`src/sv/bba_pkg.sv`:
```
// ----------------------------------------------------------------------------
// bba_pkg
// shared types and constants of the bitmap block allocator: word layouts,
// status and action codes, unit mark encoding and the size class function
// ----------------------------------------------------------------------------
package bba_pkg;

  // fixed field widths
  localparam int unsigned AddrW    = 10;
  localparam int unsigned SizeW    = 7;
  localparam int unsigned NumClass = 7;
  localparam int unsigned ClassW   = 3;
  localparam int unsigned CfgIdxW  = 3;
  localparam int unsigned CfgDataW = 10;

  // configuration register indexes
  localparam logic [CfgIdxW-1:0] CFG_LARGEST_SIZE = 3'd7;

  // action codes
  localparam logic ACT_ALLOC = 1'b0;
  localparam logic ACT_FREE  = 1'b1;

  // unit marks: bit 0 used, bit 1 continues into the next unit
  localparam int unsigned MarkUsedBit = 0;
  localparam int unsigned MarkContBit = 1;
  localparam logic [1:0] MARK_FREE      = 2'b00;
  localparam logic [1:0] MARK_USED      = 2'b01;
  localparam logic [1:0] MARK_USED_CONT = 2'b11;

  typedef enum logic [1:0] {
    STATUS_OK        = 2'd0,
    STATUS_TOO_LARGE = 2'd1,
    STATUS_NO_ROOM   = 2'd2,
    STATUS_NULL_FREE = 2'd3
  } status_e;

  typedef struct packed {
    logic             action;
    logic [SizeW-1:0] request_size;
    logic [AddrW-1:0] block_address;
    logic             address_present;
  } in_word_t;

  typedef struct packed {
    status_e          status;
    logic [AddrW-1:0] granted_address;
  } out_word_t;

  // ceiling of log2 of the size, capped at the last class
  function automatic logic [ClassW-1:0] size_class(input logic [SizeW-1:0] size);
    logic [ClassW-1:0] cls;
    cls = '0;
    for (int c = 0; c < NumClass - 1; c++) begin
      if ((SizeW'(1) << c) < size) begin
        cls = ClassW'(c + 1);
      end
    end
    return cls;
  endfunction

endpackage

```
`src/sv/bitmap_block_allocator_unit.sv`:
```
// ----------------------------------------------------------------------------
// bitmap_block_allocator_unit
// first-fit heap allocator over a mark store of two bits per unit
// ----------------------------------------------------------------------------
// usage:
//   input channel (in_valid_i / in_ready_o / in_data_i) takes one word per
//   request: an allocate with a size, or a free of a block's first unit
//   output channel (out_valid_o / out_ready_i / out_data_o) returns exactly
//   one word per request: status and the granted first unit
//   config channel (cfg_valid_i / cfg_ready_o) writes the per-class search
//   start units and the largest grantable size; always ready, write only
//   while no request is in flight
// timing:
//   the mark store has one read and one write port; scans stream one unit
//   per cycle through the registered read port
//   an allocate passes through prime, scan, mark (only when granted) and fin;
//   a free through prime, scan and fin; rejected requests go straight to fin
//   one request at a time; in_ready_o is high only while the sequencer idles
// reset:
//   a clearing pass writes every unit free with in_ready_o low; config
//   writes are taken during the pass
// stalls:
//   a finished word waits in the output register; the next request may
//   be taken meanwhile and its result waits until the register frees up
// ----------------------------------------------------------------------------
module bitmap_block_allocator_unit
  import bba_pkg::*;
#(
  parameter int unsigned HEAP_UNITS  = 1024,
  parameter int unsigned MAX_REQUEST = 64
) (
  input  logic                clk_i,
  input  logic                rst_ni,
  // request words
  input  logic                in_valid_i,
  output logic                in_ready_o,
  input  in_word_t            in_data_i,
  // result words
  output logic                out_valid_o,
  input  logic                out_ready_i,
  output out_word_t           out_data_o,
  // configuration writes
  input  logic                cfg_valid_i,
  output logic                cfg_ready_o,
  input  logic [CfgIdxW-1:0]  cfg_index_i,
  input  logic [CfgDataW-1:0] cfg_data_i
);

  // unit index width and a position width that holds any start unit plus
  // a size without overflow
  localparam int unsigned AW = $clog2(HEAP_UNITS);
  localparam int unsigned PW = ((AW > AddrW) ? AW : AddrW) + 1;
  localparam logic [PW-1:0]    HeapP   = PW'(HEAP_UNITS);
  localparam logic [PW-1:0]    HeapLast = PW'(HEAP_UNITS - 1);
  localparam logic [SizeW-1:0] MaxReq  = SizeW'(MAX_REQUEST);

  // sequencer states
  localparam logic [2:0] ST_CLEAR = 3'd0;  // reset clearing pass
  localparam logic [2:0] ST_IDLE  = 3'd1;  // waiting for a request
  localparam logic [2:0] ST_PRIME = 3'd2;  // first read in flight
  localparam logic [2:0] ST_SCAN  = 3'd3;  // one unit checked per cycle
  localparam logic [2:0] ST_MARK  = 3'd4;  // writing a granted run
  localparam logic [2:0] ST_FIN   = 3'd5;  // hand result to output register

  logic [2:0] state_q, state_d;

  // configuration
  logic [AddrW-1:0] class_start_q [NumClass];
  logic [SizeW-1:0] largest_q;

  // scan registers
  logic [PW-1:0]    cur_q, cur_d;     // unit whose mark is in rdata_q (scan)
  logic [PW-1:0]    cand_q, cand_d;   // first unit of the candidate run
  logic [SizeW-1:0] cnt_q, cnt_d;     // free units found, or units left to mark
  logic [SizeW-1:0] size_q, size_d;
  logic             op_q, op_d;
  status_e          status_q, status_d;

  // output register
  logic      out_valid_q, out_valid_d;
  out_word_t out_q, out_d;

  // mark store
  logic [1:0]    mark_mem_q [HEAP_UNITS];
  logic [1:0]    rdata_q;
  logic          wr_en;
  logic [AW-1:0] wr_addr;
  logic [1:0]    wr_data;
  logic [AW-1:0] rd_addr;

  // helpers
  logic [PW-1:0] nxt;
  logic [PW-1:0] start_pos;

  assign nxt       = cur_q + PW'(1);
  assign start_pos = PW'(class_start_q[size_class(in_data_i.request_size)]);

  assign in_ready_o  = (state_q == ST_IDLE);
  assign cfg_ready_o = 1'b1;
  assign out_valid_o = out_valid_q;
  assign out_data_o  = out_q;

  always_ff @(posedge clk_i) begin
    if (wr_en) begin
      mark_mem_q[wr_addr] <= wr_data;
    end
    rdata_q <= mark_mem_q[rd_addr];
  end

  always_ff @(posedge clk_i or negedge rst_ni) begin
    if (!rst_ni) begin
      for (int i = 0; i < NumClass; i++) begin
        class_start_q[i] <= '0;
      end
      largest_q <= SizeW'(64);
    end else if (cfg_valid_i) begin
      if (cfg_index_i == CFG_LARGEST_SIZE) begin
        largest_q <= cfg_data_i[SizeW-1:0];
      end else begin
        class_start_q[cfg_index_i] <= cfg_data_i[AddrW-1:0];
      end
    end
  end

  always_comb begin
    state_d     = state_q;
    cur_d       = cur_q;
    cand_d      = cand_q;
    cnt_d       = cnt_q;
    size_d      = size_q;
    op_d        = op_q;
    status_d    = status_q;
    out_valid_d = out_valid_q && !out_ready_i;
    out_d       = out_q;
    wr_en       = 1'b0;
    wr_addr     = cur_q[AW-1:0];
    wr_data     = MARK_FREE;
    rd_addr     = cur_q[AW-1:0];

    unique case (state_q)
      ST_CLEAR: begin
        wr_en = 1'b1;
        if (cur_q == HeapLast) begin
          cur_d   = '0;
          state_d = ST_IDLE;
        end else begin
          cur_d = nxt;
        end
      end

      ST_IDLE: begin
        if (in_valid_i) begin
          op_d     = in_data_i.action;
          size_d   = in_data_i.request_size;
          status_d = STATUS_OK;
          state_d  = ST_FIN;
          if (in_data_i.action == ACT_ALLOC) begin
            if (in_data_i.request_size == '0 || in_data_i.request_size > largest_q ||
                in_data_i.request_size > MaxReq) begin
              status_d = STATUS_TOO_LARGE;
            end else if (start_pos + PW'(in_data_i.request_size) > HeapP) begin
              status_d = STATUS_NO_ROOM;
            end else begin
              cand_d  = start_pos;
              cur_d   = start_pos;
              cnt_d   = '0;
              state_d = ST_PRIME;
            end
          end else if (!in_data_i.address_present) begin
            status_d = STATUS_NULL_FREE;
          end else if (PW'(in_data_i.block_address) < HeapP) begin
            cur_d   = PW'(in_data_i.block_address);
            state_d = ST_PRIME;
          end
        end
      end

      ST_PRIME: begin
        state_d = ST_SCAN;
      end

      ST_SCAN: begin
        // read of the following unit is always under way
        rd_addr = nxt[AW-1:0];
        if (op_q == ACT_FREE) begin
          wr_en = 1'b1;
          if (rdata_q[MarkContBit] && nxt < HeapP) begin
            cur_d = nxt;
          end else begin
            state_d = ST_FIN;
          end
        end else if (rdata_q[MarkUsedBit]) begin
          // collision: restart just past the used unit
          if (nxt + PW'(size_q) > HeapP) begin
            status_d = STATUS_NO_ROOM;
            state_d  = ST_FIN;
          end else begin
            cand_d = nxt;
            cnt_d  = '0;
            cur_d  = nxt;
          end
        end else if (SizeW'(cnt_q + SizeW'(1)) == size_q) begin
          cnt_d   = size_q;
          cur_d   = cand_q;
          state_d = ST_MARK;
        end else begin
          cnt_d = SizeW'(cnt_q + SizeW'(1));
          cur_d = nxt;
        end
      end

      ST_MARK: begin
        wr_en   = 1'b1;
        wr_data = (cnt_q == SizeW'(1)) ? MARK_USED : MARK_USED_CONT;
        cnt_d   = SizeW'(cnt_q - SizeW'(1));
        cur_d   = nxt;
        if (cnt_q == SizeW'(1)) begin
          state_d = ST_FIN;
        end
      end

      ST_FIN: begin
        if (!out_valid_q || out_ready_i) begin
          out_valid_d  = 1'b1;
          out_d.status = status_q;
          out_d.granted_address = (op_q == ACT_ALLOC && status_q == STATUS_OK) ?
                                  cand_q[AddrW-1:0] : '0;
          state_d = ST_IDLE;
        end
      end

      default: begin
        state_d = ST_IDLE;
      end
    endcase
  end

  always_ff @(posedge clk_i or negedge rst_ni) begin
    if (!rst_ni) begin
      state_q     <= ST_CLEAR;
      cur_q       <= '0;
      out_valid_q <= 1'b0;
    end else begin
      state_q     <= state_d;
      cur_q       <= cur_d;
      out_valid_q <= out_valid_d;
    end
  end

  always_ff @(posedge clk_i) begin
    cand_q   <= cand_d;
    cnt_q    <= cnt_d;
    size_q   <= size_d;
    op_q     <= op_d;
    status_q <= status_d;
    out_q    <= out_d;
  end

endmodule
```
`config.mk`:
```
export PLATFORM = sky130hd
export DESIGN_NAME = bitmap_block_allocator_unit
export DESIGN_NICKNAME = d
export VERILOG_FILES = /design/src/sv/bba_pkg.sv /design/src/sv/bitmap_block_allocator_unit.sv
export SDC_FILE = /design/constraint.sdc
export NUM_CORES = 2
export LEC_CHECK = 0
export BUFFER_PORTS_ARGS = -buffer_cell sky130_fd_sc_hd__clkbuf_2
export CAP_MARGIN = 20
export CORE_ASPECT_RATIO = 0.6
export CORE_UTILIZATION = 40
export CTS_CLUSTER_DIAMETER = 60
export DETAILED_ROUTE_END_ITERATION = 10
export PLACE_DENSITY_LB_ADDON = 0.12
export SKIP_LAST_GASP = 1
export SLEW_MARGIN = 20
export SYNTH_ARGS = -nofsm -noshare
export SYNTH_HDL_FRONTEND = slang
export SYNTH_SLANG_ARGS = --single-unit
```
`constraint.sdc`:
```
create_clock -name clk_i -period 30.6 [get_ports clk_i]
set_clock_uncertainty 0.15 [all_clocks]
set_input_delay 1.53 -clock clk_i [delete_from_list [all_inputs] [get_ports clk_i]]
set_output_delay 1.53 -clock clk_i [all_outputs]
set_load 0.005 [all_outputs]
```
==> key figures <==
Setup path
  • Worst-path maximum fanout: slightly above 70
  • Worst r2r src: cur_q[0]$_DFFE_PN0P_
  • Crit end category: flop
  • Worst setup startpoint: cur_q[0]$_DFFE_PN0P_
  • Data required time of the critical path: between 30 and 40 ns
  • Crit Path Category: reg -> reg
  • Arr. time, crit path: slightly above 8 ns
  • Startpoint Class: flop

Global routing
  • Largest net degree at the start of global routing: 226
  • Total GRT Usage: between 20 and 30%
  • First-pass GRT wire length: 422 mm
  • Initial antenna violation count: 22
  • Grt ovf: 0
  • Vias in the first global route: around 58000

Drt
  • Drt total wl: a little under 300 mm
  • Via Count: between 60000 and 70000
  • Wire length per cell: about 28 um
  • Drt drc: 0
  • Iteration count of the initial detailed-routing pass: 6
  • Antenna Violating Nets Remaining: 0
  • Initial DRC Count: around 8400
  • Vias/cell: around 5.8

Timing
  • Worst Max-Slew Pin Slew: approximately 1.2 ns
  • Min Tclk post-route: slightly below 8 ns
  • Pins over their slew limit: 0
  • Min Hold Slack: ~0.33 ns
  • RSZ-0062 raised after global routing: no
  • Fmax: roughly 130 MHz
  • Slew HR: 20.1%
  • Setup violators final: 0
  • Setup TNS: 0 ns
  • Final hold viol count: 0
  • Final Cycle Share: 25.2%

Synth
  • Count of cell types in the netlist: 86
  • Sequential fraction of the synthesis area: a little under three quarters
  • Ys Warns: 0
  • Async SR Flop Fraction: about 4.2%
  • Post-Synthesis Cells: 7434
  • Top_reg_cell synth: edfxtp_1
  • Yosys reg bits: 2182
  • Number of flops mapped to enable cells by yosys: 2088
  • Syn_area_per_cell: 12.3 sq um
  • Cell area after synthesis: slightly above 90000 sq um
  • Syn Nets: ~7500

Floorplanning
  • I/O pin cnt: 52
  • Chip width: 620 um
  • Die ar.: 231000 sq um
  • Site row count: approximately 140
  • Initial Utilization: between 40% and 50%
  • Die Y: approximately 370 um
  • CORE AREA: about 230000 sq um

CTS
  • CTS Hold Bufs: 0
  • Clock Path Buffers: 4
  • Clk slew on worst S/H paths: roughly 0.070 ns
  • Worst-skew pair later-pin latency: between 0.8 and 0.9 ns
  • Clock Sinks: ~2200
  • CTS resizes: 0
  • TritonCTS clock tree: done
  • H-tree levels: 4
  • Inserted Clock Buffers: between 200 and 250
  • CTS Root Cell: clkbuf_16
  • Post-CTS setup buffers: 0

Hold path
  • Worst Hold Launch: status_q[0]$_SDFFCE_PP0P_
  • Hold crit path type: reg -> reg

Place
  • Routability cong.: roughly 0.84
  • HPWL after DPL: approximately 160 mm
  • PortBufs: 50

Run
  • Max cap viols: 0

Final layout
  • Final Util: 44.8%
  • Area delta synth->final: 10.7%
  • Nets: between 7000 and 8000
  • Share of post-route cells with drive strength above 1: 8.83%
  • Fillers: about 21000

Power and ir drop
  • Combinational share of power: a little over a third
  • Internal: just under 6 mW
  • Sw frac: 39.4%
  • Maximum vdd drop: roughly 0.084 mV
  • Clock network power share: 26.3%
  • Cell Pwr Density: 94.3 nW/um^2
  • Flop pwr share: around 38%
  • Pleak: 33.2 nW
  • P_sw: approximately 3.8 mW

Outcome
  • Status: completed
-- flip-flops by register name (all words and copies together), names as in the netlist --
| signal | cells |
|---|---|
| cand_q | 11 |
| class_start_q | 70 |
| cnt_q | 7 |
| cur_q | 11 |
| largest_q | 7 |
| mark_mem_q | 2048 |
| op_q | 1 |
| out_data_o | 12 |
| out_valid_o | 1 |
| rdata_q | 2 |
| size_q | 7 |
| state_q | 3 |
| status_q | 2 |
-- per-layer routing --
metal	up-vias	share of wire, %	global-route usage (%)
li1	26800	-	-
met1	30800	46	38.6
met2	2769	41	34.9
met3	394	10	6.57
met4	12	2.3	5.57
met5	-	0.028	0
-- logic make-up after synthesis --
family          count (synthesis)  synth area share (%)
fa+ha+maj                      31                 0.439
xor+xnor                       37                 0.383
buf+inv                       623                  2.70
simple gates                 3667                  16.9
mux                           387                  4.36
flops                        2182                  70.9
other cells                     1               0.00409
compound gates                506                  4.37
-- Yosys cell counts (4+ instances only) --
| library cell | count | area, sq um |
|---|---|---|
| inv_1 | 38 | 143 |
| edfxtp_1 | 2088 | 62700 |
| a21oi_1 | 47 | 235 |
| nor2_1 | 1105 | 4150 |
| clkbuf_1 | 430 | 1610 |
| nand3_1 | 533 | 2670 |
| xor2_1 | 10 | 87.6 |
| a22oi_1 | 4 | 30.0 |
| nor3_1 | 37 | 185 |
| o22ai_1 | 7 | 43.8 |
| ha_1 | 29 | 363 |
| mux2_2 | 80 | 901 |
| nor2b_1 | 12 | 75.1 |
| nor3b_1 | 4 | 30.0 |
| a211oi_1 | 7 | 52.6 |
| xnor2_1 | 25 | 219 |
| o21bai_1 | 6 | 45.0 |
| and3_1 | 21 | 131 |
| nand4_1 | 255 | 1600 |
| o21ai_0 | 21 | 105 |
| a311oi_1 | 9 | 78.8 |
| o21a_1 | 6 | 45.0 |
| a221oi_1 | 8 | 70.1 |
| dfrtp_1 | 91 | 2280 |
| buf_1 | 63 | 236 |
| o21ai_1 | 13 | 65.1 |
| a21o_1 | 6 | 45.0 |
| a32oi_1 | 285 | 2500 |
| buf_2 | 87 | 435 |
| nand4b_1 | 5 | 43.8 |
| a32o_1 | 4 | 40.0 |
| a2111oi_0 | 5 | 43.8 |
| o31ai_1 | 5 | 37.5 |
| nand3b_1 | 4 | 30.0 |
| nor4_1 | 13 | 81.3 |
| nand2_1 | 1631 | 6120 |
| a31oi_1 | 37 | 231 |
| mux2i_1 | 303 | 3030 |
| nand2b_1 | 9 | 56.3 |
| and2_1 | 17 | 106 |
-- layout by cell type (no fill, tap or decap), drive strengths merged, types with 91 or more instances in the layout --
master and instances:
edfxtp 2088, a32oi 285, nand2 1631, dfrtp 91, nand3 534, nand4 255, buf 163, nor2 1105
mux2i 303, clkbuf 313
-- critical path: stages, from the launching register on --
cell and delay (ns):
dfrtp_1 0.70, inv_1 0.30, ha_1 0.53, and4b_1 0.51, a21o_4 0.60, buf_4 0.77, buf_4 0.69, buf_4 0.85
buf_4 0.57, mux2i_1 0.25, a32oi_1 0.07, nand4_1 0.17, nand4_1 0.22, nor4_1 0.54, a31oi_1 0.11, o2111ai_1 0.22
o2111ai_1 0.17
-- final timing paths --
| kind | endpoint | slack, ns | cells after the start |
|---|---|---|---|
| max in group asynchronous | class_start_q[24]$_DFFE_PN0P_ | 28.61 | 2 |
| min in group asynchronous | largest_q[0]$_DFFE_PN0P_ | 0.46 | 1 |
| worst max-delay path | rdata_q[0]$_DFF_P_ | 22.90 | 16 |
| worst max register to register | rdata_q[0]$_DFF_P_ | 22.90 | 16 |
| worst min register to register | out_data_o[10]$_DFFE_PP_ | 0.33 | 0 |
| worst min-delay path | out_data_o[10]$_DFFE_PP_ | 0.33 | 0 |
-- cell type report --
cell class / count / area [sq um] / area share [%]
Clock buffer: 264 / 5460 / 5.37
Timing Repair Buffer: 212 / 1620 / 1.59
Multi-Input combinational cell: 4629 / 24600 / 24.3
Clock inverter: 101 / 866 / 0.853
Sequential cell: 2182 / 65000 / 64.1
Inverter: 39 / 154 / 0.152
Antenna cell: 2 / 5.00 / 0.00493
Tap cell: 3014 / 3770 / 3.71
-- through the flow --
stage / setup WS [ns] / cell area [sq um] / std cells / power, mW
after detailed placement: 23.00 / 95200 / 10100 / 7.09
after floorplan: 10.39 / 91800 / 7434 / 5.98
final: 22.90 / 102000 / 10400 / 9.58
after CTS: 23.02 / 102000 / 10400 / 9.58
after global placement: 23.27 / 95200 / 10100 / 7.08
after global routing: 22.64 / 102000 / 10400 / 9.97
-- power groups by stage --
stage / Combinational (mW) / Clock (mW) / Sequential, mW
3_5_place_dp: 3.40 / 0 / 3.69
6_report: 3.44 / 2.51 / 3.63
5_1_grt: 3.67 / 2.66 / 3.63
2_1_floorplan: 2.10 / 0 / 3.87
4_1_cts: 3.41 / 2.55 / 3.62
3_3_place_gp: 3.39 / 0 / 3.69
No activity file was read; power rests on OpenSTA's default activity.
